==> src/rtl/srpm_pkg.sv <==
package srpm_pkg;

	localparam int DEF_CAPACITY = 1024;
	localparam int IDX_W        = 10;
	localparam int LEN_W        = 11;
	localparam int LIMIT_W      = 11;
	localparam int ACT_W        = 3;
	localparam int STATUS_W     = 2;
	localparam int MAX_LIST     = 2 ** IDX_W;
	localparam int Q_DEPTH      = 2;

	typedef logic [IDX_W-1:0]    idx_t;
	typedef logic [LEN_W-1:0]    len_t;
	typedef logic [LIMIT_W-1:0]  limit_t;
	typedef logic [ACT_W-1:0]    act_t;
	typedef logic [STATUS_W-1:0] status_t;

	localparam act_t ACT_MERGE     = 3'd0;
	localparam act_t ACT_MERGE_EXT = 3'd1;
	localparam act_t ACT_RESET     = 3'd2;
	localparam act_t ACT_READ      = 3'd3;
	localparam act_t ACT_ADVANCE   = 3'd4;

	localparam status_t STATUS_ADDED   = 2'd0;
	localparam status_t STATUS_PRESENT = 2'd1;
	localparam status_t STATUS_SKIPPED = 2'd2;
	localparam status_t STATUS_DONE    = 2'd3;

	typedef enum logic [2:0] {
		OP_MERGE,
		OP_READ,
		OP_RESET,
		OP_ADVANCE,
		OP_SKIP,
		OP_NOP
	} op_t;

	typedef struct packed {
		op_t  op;
		idx_t idx;
		idx_t pos;
	} cmd_t;

	typedef enum logic [1:0] {
		BS_IDLE,
		BS_MARK,
		BS_CHECK,
		BS_READ
	} bstate_t;

endpackage

==> src/rtl/srpm_queue.sv <==
module srpm_queue (
	input  logic           clk,
	input  logic           arst_n,
	input  logic           push,
	input  srpm_pkg::cmd_t push_cmd,
	output logic           full,
	input  logic           pop,
	output srpm_pkg::cmd_t head_cmd,
	output logic           empty
);

	localparam int PTR_W = $clog2(srpm_pkg::Q_DEPTH);
	localparam int CNT_W = $clog2(srpm_pkg::Q_DEPTH + 1);

	srpm_pkg::cmd_t   slot_q [srpm_pkg::Q_DEPTH];
	logic [PTR_W-1:0] wr_ptr_q;
	logic [PTR_W-1:0] rd_ptr_q;
	logic [CNT_W-1:0] count_q;
	logic             do_push;
	logic             do_pop;

	assign full     = int'(count_q) == srpm_pkg::Q_DEPTH;
	assign empty    = count_q == '0;
	assign do_push  = push && !full;
	assign do_pop   = pop && !empty;
	assign head_cmd = slot_q[rd_ptr_q];

	always_ff @(posedge clk) begin
		if (do_push) begin
			slot_q[wr_ptr_q] <= push_cmd;
		end
	end

	always_ff @(posedge clk or negedge arst_n) begin
		if (!arst_n) begin
			wr_ptr_q <= '0;
			rd_ptr_q <= '0;
			count_q  <= '0;
		end else begin
			if (do_push) begin
				wr_ptr_q <= (int'(wr_ptr_q) == srpm_pkg::Q_DEPTH - 1) ? '0 : wr_ptr_q + 1'b1;
			end
			if (do_pop) begin
				rd_ptr_q <= (int'(rd_ptr_q) == srpm_pkg::Q_DEPTH - 1) ? '0 : rd_ptr_q + 1'b1;
			end
			if (do_push && !do_pop) begin
				count_q <= count_q + 1'b1;
			end else if (do_pop && !do_push) begin
				count_q <= count_q - 1'b1;
			end
		end
	end

endmodule

==> config.mk <==
export PLATFORM = sky130hd
export DESIGN_NAME = srpm_queue
export DESIGN_NICKNAME = d
export VERILOG_FILES = /design/src/rtl/srpm_pkg.sv /design/src/rtl/srpm_queue.sv
export SDC_FILE = /design/constraint.sdc
export NUM_CORES = 1
export LEC_CHECK = 0
export BUFFER_PORTS_ARGS = -buffer_cell sky130_fd_sc_hd__buf_2
export CAP_MARGIN = 20
export CORE_MARGIN = 1.5
export CORE_UTILIZATION = 45
export DETAILED_ROUTE_END_ITERATION = 8
export PLACE_DENSITY_LB_ADDON = 0.2
export SETUP_SLACK_MARGIN = 0.5
export SYNTH_ARGS = -nofsm -noshare
export SYNTH_HDL_FRONTEND = slang
export SYNTH_SLANG_ARGS = --single-unit
==> constraint.sdc <==
create_clock -name clk -period 3.25 [get_ports clk]
set_clock_uncertainty 0.05 [all_clocks]
set_input_delay 0.325 -clock clk [delete_from_list [all_inputs] [get_ports clk]]
set_output_delay 0.325 -clock clk [all_outputs]
set_load 0.01 [all_outputs]
==> results.md <==
Layout:
- After the last flow step, the layout net total stands at 178.
- The area growth from synthesis to layout is 19.73%.
- The post-route netlist has a little under three fifths of its cells at a drive strength greater than 1.
- The antenna cell count is 0.
- The fraction of the core area covered by cells at the end of the flow is 57.41%.

CTS:
- The root buffer cell chosen for the clock tree is sky130_fd_sc_hd__clkbuf_8.
- TritonCTS built the clock tree.
- The count of H-tree levels built during CTS is 2.
- The number of sinks handled by clock tree synthesis is 50.
- In this run, post-CTS repair resized a total of 0 instances.
- After clock tree synthesis, the clock-pin slew on the worst setup and hold paths is 90 ps.
- The number of buffers between clock root and the deepest sink is 2.
- At the later pin of the worst-skew pair, clock insertion delay measures slightly below 300 ps.
- Buffers inserted during clock tree synthesis total 5.

Floorplan:
- The total I/O pin count is 52.
- The floorplan step set the die height to 68.99 microns.
- The initial core utilization is between 40% and 50%.
- The number of placement rows is 23.
- The placeable core area is roughly 0.0041 sq mm.
- The die covers about 0.0048 sq mm.
- The x dimension of the die is a little under 70 microns.

Placed design:
- The half-perimeter wire length after detailed placement is 2125 microns.
- The congestion estimate from routability-driven global placement came to between 0.5 and 0.6.
- At the placement stage, the worst setup path has a slack of about 1300 ps.
- The number of I/O port buffers is just over 50.

Status:
- The run finished with clean final reports.

Drt:
- The routed layout has between 900 and 1000 vias.
- The pre-antenna-repair detailed-routing pass consisted of 4 iterations.
- The first routing iteration left 21 violations.
- In the routed layout, each cell is associated on average with a via count of 4.801.
- Once detail routing completed, the nets flagged for antenna violations numbered 0.
- The final layout contains routed wiring with a total length of between 2000 and 3000 microns.
- Dividing the detail-routed wire length by the instance count gives 14.63 microns.
- The residual DRC count is 0.

Synthesis:
- The post-synthesis cell count is 91.
- The synthesized area divided by synthesized cell count is around 22 sq um.
- Summing the sequential cell areas from Yosys gives 75.61% of the chip area.
- The count of yosys warnings during synthesis is 0.
- The post-synth net total is roughly 120.
- After synthesis the cells add up to 0.001959 sq mm.
- Ranked by total cell area, the synthesized netlist is headed by sky130_fd_sc_hd__edfxtp_1 70%, sky130_fd_sc_hd__mux2_4 15%, sky130_fd_sc_hd__dfrtp_1 5.1%, sky130_fd_sc_hd__mux2_2 2.3%, sky130_fd_sc_hd__buf_12 2.0%.
- The distinct cell type count after synthesis is 15.
- The area share of the leading cell type in the synthesized netlist is a little over two thirds.
- The synthesized flop and latch total is 50.
- The largest area contributor in the synthesized netlist is sky130_fd_sc_hd__edfxtp_1.

Worst setup path:
- The worst path arrival time is between 1500 and 2000 ps.
- The critical path is of the flip-flop to primary output type.
- The source of the worst register-to-register timing path is count_q[0].
- Data on the critical path is required at its endpoint by about 2900 ps.
- Measured in cells, the most critical reg-to-reg path has a length of 4.
- The worst setup path is launched from a flip-flop.
- The biggest fanout along the worst timing path is 13.
- The origin of the worst setup path is rd_ptr_q.
- The capturing element type of the critical path is a primary output.

Global route:
- The first global-routing pass estimated between 4000 and 5000 microns of wire.
- The via count of the first global-routing pass is ~970.
- For this run, the total global-route usage over all layers was measured as between 10% and 20%.
- The total global routing overflow is 0.
- Entering global routing, the biggest net connects 18 pins.
- The initial antenna violation count is 0.

Hold path:
- The startpoint of the tightest hold check path is push_cmd[18].
- The tightest min-delay check is of the primary input to flip-flop type.
- Counting instances, the worst hold path has a depth of 1.

Pwr:
- Dividing total power by cell area gives a power density of about 850 mW/mm^2.
- For this design the static power due to leakage is between 0.9 and 1 nW.
- The maximum vdd ir drop is approximately 450 uV.

STA:
- The hold violation total from the final report is 0.
- Setup repair after global routing left no endpoint under its margin.
- The transition time of the tightest slew-check pin is 578.4 ps.
- Of the available clock period, the critical path in the final layout requires approximately two thirds.
- The final max-slew violation count came to 0.
- The setup TNS is 0 ps.
- The smallest hold slack is roughly 170 ps.
- Based on the critical path, the design can be clocked at up to 448.8 MHz.
- The relative max-transition margin is 61.44%.
- The final critical-path setup slack is 1022 ps.
- The time the final worst path needs with I/O delays and setup is about 2200 ps.
- The count of final setup violators is 0.

Flow run:
- Across the run, the number of max-cap violations was 0.
Yosys cell counts:
master / instances
sky130_fd_sc_hd__and3_1: 1
sky130_fd_sc_hd__buf_12: 2
sky130_fd_sc_hd__buf_6: 1
sky130_fd_sc_hd__dfrtp_1: 4
sky130_fd_sc_hd__edfxtp_1: 46
sky130_fd_sc_hd__ha_1: 1
sky130_fd_sc_hd__inv_1: 2
sky130_fd_sc_hd__mux2_2: 4
sky130_fd_sc_hd__mux2_4: 19
sky130_fd_sc_hd__nand2_1: 1
sky130_fd_sc_hd__nand2b_1: 1
sky130_fd_sc_hd__nor2_1: 3
sky130_fd_sc_hd__o21ai_1: 1
sky130_fd_sc_hd__xnor2_1: 3
sky130_fd_sc_hd__xor2_1: 2
area by class of cell:
| class | instances | area [sq um] |
|---|---|---|
| clock buffer | 5 | 68.82 |
| clock inverter | 3 | 16.27 |
| fill | 333 | 1740 |
| inverter | 2 | 7.507 |
| multi-input combinational | 36 | 421.7 |
| sequential | 50 | 1481 |
| tap | 50 | 62.56 |
| timing repair buffer | 55 | 287.8 |
power by group:
part	switching (mW)	total, mW	internal, mW
Combinational	0.320	0.687	0.367
Clock	0.188	0.335	0.147
Sequential	0.0857	0.970	0.884
kinds of logic (layout without fill, tap and decap cells):
group | count (synthesis) | count (layout) | share of synthesized area (%)
compound gates | 1 | 1 | 0.2552
xor+xnor | 5 | 5 | 2.235
fa+ha+maj | 1 | 1 | 0.6385
buf+inv | 5 | 65 | 3.001
flops | 50 | 50 | 75.61
mux | 23 | 23 | 16.86
simple gates | 6 | 6 | 1.405
cells in the final DEF, fill, tap and decap left out, drive strengths merged:
| cell type | synthesis | routed |
|---|---|---|
| and3 | 1 | 1 |
| buf | 3 | 54 |
| clkbuf | 0 | 5 |
| clkinv | 0 | 2 |
| clkinvlp | 0 | 1 |
| dfrtp | 4 | 4 |
| dlygate4sd3 | 0 | 1 |
| edfxtp | 46 | 46 |
| ha | 1 | 1 |
| inv | 2 | 2 |
| mux2 | 23 | 23 |
| nand2 | 1 | 1 |
| nand2b | 1 | 1 |
| nor2 | 3 | 3 |
| o21ai | 1 | 1 |
| xnor2 | 3 | 3 |
| xor2 | 2 | 2 |
registers in the layout, summed over array words and instances, names as in the netlist:
signal    flops
rd_ptr_q      1
wr_ptr_q      1
slot_q       46
count_q       2
per-layer routing:
| layer | GRT usage (%) | part of all wire, % |
|---|---|---|
| met3 | 5.357 | 5.5 |
| met4 | 5.147 | 1.5 |
| met5 | 0 | 0 |
| met1 | 15.28 | 40 |
| met2 | 21.88 | 53 |
what timing repair did:
item	4_1_cts	5_1_grt
setup buffers	0	0
setup endpoints to repair	0	0
hold buffers	1	0
hold endpoints to repair	4	0
worst paths after layout:
| path | end | slack (ps) |
|---|---|---|
| setup / recovery | head_cmd[4] | 1020 |
| hold / removal | slot_q[1][18] | 170 |
| setup reg to reg | slot_q[0][13] | 1510 |
| hold reg to reg | wr_ptr_q | 460 |
| max in group asynchronous | rd_ptr_q | 2700 |
| min in group asynchronous | count_q[1] | 320 |
worst max-delay path: stages, from the launching register on:
cell and delay, ps:
sky130_fd_sc_hd__dfrtp_1 720, sky130_fd_sc_hd__buf_4 370, sky130_fd_sc_hd__mux2_4 330, sky130_fd_sc_hd__buf_2 140
per-stage QoR:
step / total power, mW / instances / area [sq um]
6_report: 1.992 / 201 / 2346
5_1_grt: 2.116 / 201 / 2346
4_1_cts: 2.022 / 201 / 2346
3_5_place_dp: 1.685 / 192 / 2251
3_3_place_gp: 1.668 / 192 / 2251
2_1_floorplan: 1.506 / 91 / 1959
Note: power is estimated with default switching activity, not from simulation.
