### config.mk
export PLATFORM = sky130hd
export DESIGN_NAME = srpm_front
export DESIGN_NICKNAME = d
export VERILOG_FILES = /design/src/rtl/srpm_pkg.sv /design/src/rtl/srpm_front.sv
export SDC_FILE = /design/constraint.sdc
export NUM_CORES = 1
export LEC_CHECK = 0
export BUFFER_PORTS_ARGS = -buffer_cell sky130_fd_sc_hd__buf_2
export CAP_MARGIN = 0
export CORE_MARGIN = 2
export CORE_UTILIZATION = 35
export CTS_CLUSTER_DIAMETER = 30
export DETAILED_ROUTE_END_ITERATION = 8
export HOLD_SLACK_MARGIN = 0.02
export PLACE_DENSITY = 0.72
export SKIP_CTS_REPAIR_TIMING = 1
export SLEW_MARGIN = 15
export SYNTH_ARGS = -nofsm -noshare
export SYNTH_HDL_FRONTEND = slang
export SYNTH_SLANG_ARGS = --single-unit
### constraint.sdc
create_clock -name clk -period 1.9 [get_ports clk]
set_input_delay 0.38 -clock clk [delete_from_list [all_inputs] [get_ports clk]]
set_output_delay 0.38 -clock clk [all_outputs]
set_load 0.005 [all_outputs]
### src/rtl/srpm_pkg.sv
package srpm_pkg;

	localparam int DEF_CAPACITY = 1024;
	localparam int IDX_W        = 10;
	localparam int LEN_W        = 11;
	localparam int LIMIT_W      = 11;
	localparam int ACT_W        = 3;
	localparam int STATUS_W     = 2;
	localparam int MAX_LIST     = 2 ** IDX_W;
	localparam int Q_DEPTH      = 2;

	typedef logic [IDX_W-1:0]    idx_t;
	typedef logic [LEN_W-1:0]    len_t;
	typedef logic [LIMIT_W-1:0]  limit_t;
	typedef logic [ACT_W-1:0]    act_t;
	typedef logic [STATUS_W-1:0] status_t;

	localparam act_t ACT_MERGE     = 3'd0;
	localparam act_t ACT_MERGE_EXT = 3'd1;
	localparam act_t ACT_RESET     = 3'd2;
	localparam act_t ACT_READ      = 3'd3;
	localparam act_t ACT_ADVANCE   = 3'd4;

	localparam status_t STATUS_ADDED   = 2'd0;
	localparam status_t STATUS_PRESENT = 2'd1;
	localparam status_t STATUS_SKIPPED = 2'd2;
	localparam status_t STATUS_DONE    = 2'd3;

	typedef enum logic [2:0] {
		OP_MERGE,
		OP_READ,
		OP_RESET,
		OP_ADVANCE,
		OP_SKIP,
		OP_NOP
	} op_t;

	typedef struct packed {
		op_t  op;
		idx_t idx;
		idx_t pos;
	} cmd_t;

	typedef enum logic [1:0] {
		BS_IDLE,
		BS_MARK,
		BS_CHECK,
		BS_READ
	} bstate_t;

endpackage

### src/rtl/srpm_front.sv
module srpm_front #(
	parameter int CAPACITY = srpm_pkg::DEF_CAPACITY
) (
	input  logic                  clk,
	input  logic                  arst_n,
	input  logic                  cfg_wr_en,
	input  srpm_pkg::limit_t      cfg_wr_data,
	input  logic                  item_valid,
	output logic                  item_stall,
	input  srpm_pkg::act_t        action,
	input  srpm_pkg::idx_t        index,
	input  srpm_pkg::idx_t        position,
	input  logic                  q_full,
	output logic                  q_push,
	output srpm_pkg::cmd_t        q_cmd
);

	srpm_pkg::limit_t local_limit_q;
	logic             in_range;
	logic             is_local;

	always_ff @(posedge clk or negedge arst_n) begin
		if (!arst_n) begin
			local_limit_q <= '0;
		end else if (cfg_wr_en) begin
			local_limit_q <= cfg_wr_data;
		end
	end

	assign in_range   = int'(index) < CAPACITY;
	assign is_local   = srpm_pkg::limit_t'(index) < local_limit_q;
	assign item_stall = q_full;
	assign q_push     = item_valid && !q_full;

	always_comb begin
		q_cmd.idx = index;
		q_cmd.pos = position;
		case (action)
			srpm_pkg::ACT_MERGE: begin
				q_cmd.op = in_range ? srpm_pkg::OP_MERGE : srpm_pkg::OP_SKIP;
			end
			srpm_pkg::ACT_MERGE_EXT: begin
				q_cmd.op = (in_range && !is_local) ? srpm_pkg::OP_MERGE : srpm_pkg::OP_SKIP;
			end
			srpm_pkg::ACT_RESET: begin
				q_cmd.op = srpm_pkg::OP_RESET;
			end
			srpm_pkg::ACT_READ: begin
				q_cmd.op = srpm_pkg::OP_READ;
			end
			srpm_pkg::ACT_ADVANCE: begin
				q_cmd.op = srpm_pkg::OP_ADVANCE;
			end
			default: begin
				q_cmd.op = srpm_pkg::OP_NOP;
			end
		endcase
	end

endmodule

==> flow_summary.json, run 1 <==
{
  "status": "complete, but fails checks",
  "violations": "negative setup slack",
  "avgSynthCellArea_sq_um": 8.95,
  "setup_viol": 1,
  "start_util_pct": 37.2,
  "place_hpwl_microns": 1290,
  "drive_gt1_share_pct": 50.0,
  "leakagePower_nw": 0.532,
  "coreArea_sq_um": 2210,
  "final_common_cell": "buf_2",
  "tightest_slew_ns": 0.289,
  "fin_crit_ns": 2.05,
  "ys_seq_elements": 11,
  "pre_cts_ws_ns": -0.0183,
  "wl_per_cell_microns": 11.6,
  "critPathMaxStageDelay_ns": 0.34,
  "largest_reg_flops": 11,
  "cp_num_buf_inv": 2,
  "ys.warnings.count": 0,
  "worst_ir_drop_vdd_uv": 426,
  "largestRegisters": "local_limit_q (11)",
  "drt_iter0_drc": 10,
  "required_ns": 1.52,
  "crit_chain": "inv_2 > ha_1 > and4b_1 > a21oi_2 > o221ai_2 > a31oi_1 > buf_2",
  "cts_buffer_depth": 2,
  "clock_latency_ns": 0.27,
  "dr.pass1.iters": 4,
  "htreeDepth": 1,
  "finalMaxSlewViolations": 0,
  "grt_pass1_vias": 590,
  "cts_tree": "yes",
  "wirelength_microns": 1690,
  "hold_path_depth": 3,
  "max_freq_ghz": 0.487,
  "p_comb_share_pct": 28.5,
  "cp-startpoint": "local_limit_q[8]",
  "arrival_ns": 1.67,
  "std_cell_rows": 17,
  "p_sw_share_pct": 29.8,
  "ys_types": 22,
  "slew_headroom_pct": 80.7,
  "clk_pin_slew_worst_paths_ns": 0.08,
  "ios": 64,
  "hp-class": "in -> reg",
  "synth_seq_area_share_pct": 33.4,
  "hold_violations": 0,
  "area_delta_synth_final_pct": 19.8,
  "synthCells": 92,
  "final_cell_mix": "buf_2, dfrtp_1, o21ai_0, nand2_1, ha_1",
  "postRouteAntennaNets": 0,
  "power_density_nw_per_um2": 614,
  "io_buffers": 43,
  "dieArea_sq_um": 2760,
  "worst_setup_path_end_kind": "output pin",
  "path_delay_family": "compound AO/OA/AOI/OAI gates",
  "maxCapViolations": 0,
  "power.clock.fraction_pct": 28.0,
  "antenna_cells": 0,
  "period_share_pct": 108,
  "grt_overflow": 0,
  "largest_register": "local_limit_q",
  "fin_ws_ns": -0.151,
  "die_x_microns": 52.5,
  "die_height_microns": 52.5,
  "grt_max_degree": 21,
  "critPathKind": "reg -> out",
  "vias": 674,
  "cts.sinks": 11,
  "rr_startpoint": "local_limit_q[10]",
  "grt_pass1_wl_microns": 2450,
  "cts_root_buffer": "clkbuf_4",
  "antenna_found_initial": 0,
  "place.gp.congestion": 0.644,
  "remaining_drc_errors": 0,
  "slowest_stage": "dfrtp_1",
  "internal-power_mw": 0.425,
  "nets": 167,
  "syn_nets": 140,
  "p_sw_mw": 0.180,
  "fin_skew_ns": 0,
  "critical_path_peak_fanout": 2,
  "startpoint_type": "register",
  "tritoncts.num_buffers": 3,
  "p_seq_share_pct": 43.5,
  "grt.total_usage_pct": 12.2,
  "rsz0062_at_grt": "yes",
  "holdWs_ns": 0.303,
  "cp_num_cells": 7,
  "syn_area_sq_um": 823,
  "reg2regPathDepth": 1,
  "vias_per_cell": 4.62,
  "min_from": "cfg_wr_data[8]"
}
==> tightest hold or removal path, cell delays in order <==
cell	delay [ns]
buf_2	0.08
nand2_1	0.04
o21ai_0	0.06
==> per-stage QoR <==
stage / TNS (ns) / area, sq um / total power, mW / util [%] / cells
2_1_floorplan: 0 / 823 / 0.378 / - / 92
3_3_place_gp: -0.00572 / 907 / 0.411 / 41.0 / 140
3_5_place_dp: -0.0183 / 907 / 0.418 / 41.0 / 140
4_1_cts: -0.177 / 933 / 0.579 / 42.2 / 144
5_1_grt: -0.188 / 986 / 0.635 / 44.6 / 146
6_report: -0.151 / 986 / 0.605 / 44.6 / 146
==> power by group through the flow <==
| stage | clock, mW | combinational, mW | sequential [mW] |
|---|---|---|---|
| detailed placement | 0 | 0.151 | 0.267 |
| global route | 0.177 | 0.194 | 0.265 |
| CTS | 0.164 | 0.153 | 0.262 |
| floorplan | 0 | 0.113 | 0.265 |
| finish | 0.169 | 0.172 | 0.263 |
| global placement | 0 | 0.144 | 0.266 |
==> final timing paths <==
path                                      to  slack, ns
max reg2reg                local_limit_q[10]       1.13
min                         local_limit_q[8]       0.30
max in group asynchronous   local_limit_q[3]       1.19
min in group asynchronous   local_limit_q[1]       0.49
max                                q_cmd[22]      -0.15
min reg2reg                 local_limit_q[0]       0.52
==> cell type report <==
type / count / area, sq um
Timing Repair Buffer: 45 / 233
Sequential cell: 11 / 275
Multi-Input combinational cell: 49 / 383
Inverter: 9 / 33.8
Tap cell: 28 / 35.0
Clock buffer: 4 / 26.3
Fill cell: 233 / 1230
==> kinds of logic after synthesis <==
kind of cell / Yosys count / share of synthesized area, %
buffers and inverters: 32 / 24.3
XOR/XNOR: 1 / 1.06
AND/OR/NAND/NOR: 16 / 9.27
adder cells (fa/ha/maj): 9 / 13.7
multiplexers: 2 / 2.74
flip-flops: 11 / 33.4
AO/OA/AOI/OAI: 21 / 15.5
==> synth_stat cells <==
master | instances | area share (%)
a211o_2 | 1 | 1.2
a21o_1 | 3 | 2.7
a21oi_1 | 2 | 1.2
a21oi_2 | 1 | 1.1
a31oi_1 | 2 | 1.5
and3_2 | 1 | 0.91
and4b_1 | 1 | 1.2
buf_2 | 1 | 0.61
buf_4 | 21 | 19
clkbuf_1 | 1 | 0.46
dfrtp_1 | 11 | 33
ha_1 | 9 | 14
inv_1 | 9 | 4.1
mux2_2 | 2 | 2.7
nand2_1 | 10 | 4.6
nand2b_1 | 1 | 0.76
nand3_1 | 1 | 0.61
nor2_1 | 1 | 0.46
nor2b_1 | 1 | 0.76
o21ai_0 | 11 | 6.7
o221ai_1 | 1 | 1.1
xnor2_1 | 1 | 1.1
==> routing by layer <==
metal	up-vias	routed length [microns]	part of all wire (%)	global-route usage [%]
met5	-	0	0	0
met4	0	36	2.1	7.26
met3	7	118	7.0	3.14
met2	25	842	50	19.2
met1	305	693	41	15.0
li1	337	-	-	-
Note: power is estimated with default switching activity, not from simulation.
==> run 2, diff against run 1 <==
--- a/config.mk
+++ b/config.mk
@@ -9,4 +9,6 @@
 export CAP_MARGIN = 0
+export CELL_PAD_IN_SITES_DETAIL_PLACEMENT = 2
+export CELL_PAD_IN_SITES_GLOBAL_PLACEMENT = 2
 export CORE_MARGIN = 2
-export CORE_UTILIZATION = 35
+export CORE_UTILIZATION = 20
 export CTS_CLUSTER_DIAMETER = 30
@@ -14,3 +16,3 @@
 export HOLD_SLACK_MARGIN = 0.02
-export PLACE_DENSITY = 0.72
+export PLACE_DENSITY_LB_ADDON = 0.1
 export SKIP_CTS_REPAIR_TIMING = 1
==> constraint.sdc (replaced) <==
create_clock -name clk -period 1.9 [get_ports clk]
set_input_delay 0.19 -clock clk [delete_from_list [all_inputs] [get_ports clk]]
set_output_delay 0.19 -clock clk [all_outputs]
set_load 0.005 [all_outputs]
==> run 2 against run 1 <==
  * Wire length rose by 17%
  * Final cell count rose by 15%
  * The flow now finishes without violations
  * Worst hold slack got worse by 0.14 ns
  * Core utilization fell by 19 points
  * Clock power rose by 38%
  * Clock-buffer cell count did not move
  * Design area rose by 4.9%
  * Global-route usage fell by 3.5 points
  * Sequential cell count did not move
  * Sequential power barely moved
  * Clock skew did not move
  * Via count rose by 1.6%
==> flow_summary.json, run 2 (synthesized netlist as in run 1, its figures left out) <==
{
  "startpoint_type": "register",
  "nets": 167,
  "drt_iter0_drc": 9,
  "slew_headroom_pct": 77.6,
  "antenna_cells": 0,
  "vias_per_cell": 4.08,
  "cts_buffer_depth": 2,
  "power_density_nw_per_um2": 646,
  "dr.pass1.iters": 2,
  "area_delta_synth_final_pct": 25.7,
  "htreeDepth": 1,
  "std_cell_rows": 23,
  "fin_area_sq_um": 1030,
  "antenna_found_initial": 0,
  "die_x_microns": 68.2,
  "start_util_pct": 20.7,
  "cts_tree": "yes",
  "fillCellCount": 478,
  "coreArea_sq_um": 3970,
  "grt_pass1_vias": 682,
  "grt_pass1_wl_microns": 3010,
  "holdWs_ns": 0.161,
  "rsz0062_at_grt": "no",
  "remaining_drc_errors": 0,
  "leakagePower_nw": 0.537,
  "critical_path_peak_fanout": 2,
  "largest_reg_flops": 11,
  "arrival_ns": 1.60,
  "final_common_cell": "buf_2",
  "critPathKind": "reg -> out",
  "r2r_slack_ns": 1.15,
  "place_area_sq_um": 935,
  "largest_register": "local_limit_q",
  "wirelength_microns": 1980,
  "drive_gt1_share_pct": 50.8,
  "grt_max_degree": 21,
  "fin_skew_ns": 0,
  "final_cell_mix": "buf_2, dfrtp_1, o21ai_0, nand2_1, ha_1",
  "grt.total_usage_pct": 8.73,
  "hp-class": "in -> reg",
  "fin_crit_ns": 1.79,
  "tritoncts.num_buffers": 3,
  "period_share_pct": 94.4,
  "max_freq_ghz": 0.558,
  "clock_latency_ns": 0.24,
  "largestRegisters": "local_limit_q (11)",
  "io_buffers": 43,
  "worst_setup_path_end_kind": "output pin",
  "tightest_slew_ns": 0.336,
  "place.gp.congestion": 0.675,
  "vias": 685,
  "grt_overflow": 0,
  "setup_viol": 0,
  "worst_ir_drop_vdd_uv": 448,
  "cts.sinks": 11,
  "status": "completed",
  "maxCapViolations": 0,
  "hold_violations": 0,
  "wl_per_cell_microns": 11.8,
  "required_ns": 1.71,
  "clk_pin_slew_worst_paths_ns": 0.05,
  "place_hpwl_microns": 1660,
  "die_height_microns": 68.2,
  "postRouteAntennaNets": 0,
  "fin_setup_tns_ns": 0,
  "finalMaxSlewViolations": 0,
  "ios": 64,
  "cts_root_buffer": "clkbuf_8",
  "dieArea_sq_um": 4650
}
-- run 2: changes by cell type in the layout (fill, tap and decap cells not counted) --
cell,before,now
o221ai_1,0,1
ha_1,7,6
a21oi_2,2,1
clkbuf_8,0,3
inv_2,3,5
ha_4,2,3
a21oi_1,1,2
clkbuf_4,3,0
inv_1,6,4
o221ai_2,1,0
-- run 2: through the flow --
| step | cells | util (%) | power [mW] | worst slack, ns |
|---|---|---|---|---|
| 2_1_floorplan | 92 | - | 0.378 | 0.514 |
| 6_report | 168 | 26.1 | 0.668 | 0.107 |
| 4_1_cts | 166 | 24.7 | 0.670 | -0.0303 |
| 3_3_place_gp | 162 | 23.5 | 0.419 | 0.312 |
| 3_5_place_dp | 162 | 23.5 | 0.426 | 0.244 |
| 5_1_grt | 168 | 26.1 | 0.728 | 0.00369 |
-- run 2: path summary, 6_finish.rpt --
kind                                         from           endpoint  depth (start not counted)
worst max-delay path             local_limit_q[8]          q_cmd[22]                          7
worst min-delay path               cfg_wr_data[1]   local_limit_q[1]                          3
worst max register to register  local_limit_q[10]  local_limit_q[10]                          1
worst min register to register   local_limit_q[0]   local_limit_q[0]                          1
max in group asynchronous                  arst_n   local_limit_q[6]                          2
min in group asynchronous                  arst_n   local_limit_q[9]                          2
-- run 2: routing by layer --
layer  vias to the layer above  global-route usage, %  wire length [microns]
met1                       324                   9.74                    809
met2                        21                   16.1                   1030
li1                        338                      -                      -
met4                         0                  0.500                      5
met3                         2                   3.62                    136
met5                         -                      0                      0
-- run 2: power by group --
group          internal (mW)  switching (mW)  total (mW)
clock network          0.147          0.0868       0.234
registers              0.256         0.00812       0.264
logic                 0.0866          0.0831       0.170
-- run 2: area by class of cell --
class                           instances  area (sq um)  area share [%]
Multi-Input combinational cell         49           385            37.2
Sequential cell                        11           275            26.6
Timing Repair Buffer                   45           233            22.5
Tap cell                               50          62.6            6.05
Clock buffer                            4          45.0            4.35
Inverter                                9          33.8            3.26
-- run 2: critical path, stage by stage, from the launching register on --
cell and delay [ns]:
dfrtp_1 0.34, inv_2 0.04, ha_1 0.29, and4b_1 0.21
a21oi_2 0.11, o221ai_1 0.10, a31oi_1 0.15, buf_2 0.14
==> run 3, diff against run 2 <==
- MAX_ROUTING_LAYER: not set -> met4
- PLACE_DENSITY: not set -> 0.85
- PLACE_DENSITY_LB_ADDON: 0.1 -> not set
- SLEW_MARGIN: 15 -> not set
==> run 3 against run 2 <==
  * Design area grew 1.1%
  * Highest routed layer unchanged
  * Core utilization up 0.28 points
  * Largest power group unchanged
  * Clock skew did not move
  * Sequential cell count is the same
  * First-iteration DRC count fell by 22%
  * Largest cell class unchanged
  * Combinational power up 9%
  * Global-route usage increased by 2.2 points
  * Wire length up 18%
==> flow_summary.json, run 3 (synthesized netlist as in run 1, its figures left out) <==
{
  "crit_chain": "inv_2 > ha_4 > and4b_1 > a21oi_2 > o221ai_1 > a31oi_1 > buf_2",
  "largest_register": "local_limit_q",
  "worst_ir_drop_vdd_uv": 325,
  "place_hpwl_microns": 1940,
  "postRouteAntennaNets": 0,
  "dieArea_sq_um": 4650,
  "drive_gt1_share_pct": 50.4,
  "p_sw_mw": 0.186,
  "fin_ws_ns": 0.0641,
  "fin_crit_ns": 1.84,
  "start_util_pct": 20.7,
  "critPathKind": "reg -> out",
  "fillCellCount": 468,
  "largestRegisters": "local_limit_q (11)",
  "drt_iter0_drc": 7,
  "die_x_microns": 68.2,
  "grt_pass1_wl_microns": 3630,
  "std_cell_rows": 23,
  "startpoint_type": "register",
  "final_common_cell": "buf_2",
  "grt.total_usage_pct": 11.0,
  "leakagePower_nw": 0.545,
  "ios": 64,
  "critical_path_peak_fanout": 3,
  "fin_skew_ns": 0,
  "rsz0062_at_grt": "yes",
  "htreeDepth": 1,
  "cts.sinks": 11,
  "place.gp.congestion": 0.647,
  "die_height_microns": 68.2,
  "slew_headroom_pct": 78.2,
  "p_sw_share_pct": 27.3,
  "io_buffers": 43,
  "grt_pass1_vias": 824,
  "worst_setup_path_end_kind": "output pin",
  "max_freq_ghz": 0.545,
  "wirelength_microns": 2330,
  "final_cell_mix": "buf_2, dfrtp_1, o21ai_0, nand2_1",
  "antenna_found_initial": 0,
  "wl_per_cell_microns": 13.8,
  "grt_overflow": 0,
  "cts_tree": "yes",
  "hp-class": "in -> reg",
  "tightest_slew_ns": 0.327,
  "cts_buffer_depth": 2,
  "multi_input_comb_area_sq_um": 389,
  "setup_viol": 0,
  "period_share_pct": 96.6,
  "finalMaxSlewViolations": 0,
  "fin_area_sq_um": 1050,
  "vias_per_cell": 4.30,
  "nets": 168,
  "coreArea_sq_um": 3970,
  "place_area_sq_um": 935,
  "cts_root_buffer": "clkbuf_8",
  "p_comb_share_pct": 27.3,
  "status": "completed",
  "largest_reg_flops": 11,
  "internal-power_mw": 0.495,
  "tritoncts.num_buffers": 3,
  "p_seq_share_pct": 38.7,
  "critPathMaxStageDelay_ns": 0.37,
  "vias": 727,
  "arrival_ns": 1.65,
  "clock_latency_ns": 0.23,
  "pre_cts_ws_ns": 0.236,
  "antenna_cells": 0,
  "maxCapViolations": 0,
  "power_density_nw_per_um2": 652,
  "dr.pass1.iters": 3,
  "area_delta_synth_final_pct": 27.1,
  "required_ns": 1.71,
  "hold_violations": 0,
  "remaining_drc_errors": 0,
  "seq_area_sq_um": 275,
  "slowest_stage": "dfrtp_1",
  "power.clock.fraction_pct": 33.9,
  "clk_pin_slew_worst_paths_ns": 0.05,
  "grt_max_degree": 21
}
[run 3: changes by cell type in the layout (fill, tap and decap cells not counted), sizes merged]
cell | previous run | this run
buf | 44 | 45
[run 3: per-stage QoR]
stage	cells	utilization [%]	total power, mW	hold WS, ns	setup TNS [ns]
final	169	26.3	0.682	0.165	0
after floorplan	92	-	0.378	-0.106	0
after CTS	166	24.7	0.671	-0.173	-0.0401
after detailed placement	162	23.5	0.433	0.0820	0
after global routing	169	26.3	0.744	0.165	-0.0306
after global placement	162	23.5	0.415	0.0757	0
[run 3: power by group through the flow]
stage | logic, mW | registers (mW) | clock network (mW)
6_report | 0.186 | 0.264 | 0.231
3_5_place_dp | 0.166 | 0.267 | 0
4_1_cts | 0.167 | 0.263 | 0.241
3_3_place_gp | 0.149 | 0.266 | 0
5_1_grt | 0.212 | 0.266 | 0.265
2_1_floorplan | 0.113 | 0.265 | 0
[run 3: routing by layer]
metal  GRT usage [%]  up-vias  share of wire, %  routed length [microns]
li1                -      340                 -                        -
met1            10.4      348                36                      844
met2            20.9       35                55                     1280
met3            4.44        4               7.2                      168
met4            1.75        0               1.4                       32
met5               -        -                 0                        0
[run 3: critical path, delay by kind of cell (launching register included)]
kind | cells | cell delay (ns)
simple gates | 1 | 0.23
compound gates | 3 | 0.40
fa+ha+maj | 1 | 0.20
buf+inv | 2 | 0.22
flops | 1 | 0.37
[run 3: final timing paths]
path	cells after the start	end	slack, ns	startpoint
max	7	q_cmd[22]	0.06	local_limit_q[9]
min	3	local_limit_q[4]	0.16	cfg_wr_data[4]
max reg2reg	3	local_limit_q[9]	1.12	local_limit_q[9]
min reg2reg	1	local_limit_q[0]	0.52	local_limit_q[0]
max in group asynchronous	2	local_limit_q[5]	1.33	arst_n
min in group asynchronous	2	local_limit_q[0]	0.36	arst_n
[run 3: cell type report]
| class | instances | area share [%] |
|---|---|---|
| tap | 50 | 5.98 |
| sequential | 11 | 26.3 |
| inverter | 9 | 3.23 |
| clock buffer | 4 | 4.31 |
| multi-input combinational | 49 | 37.2 |
| timing repair buffer | 46 | 23.0 |
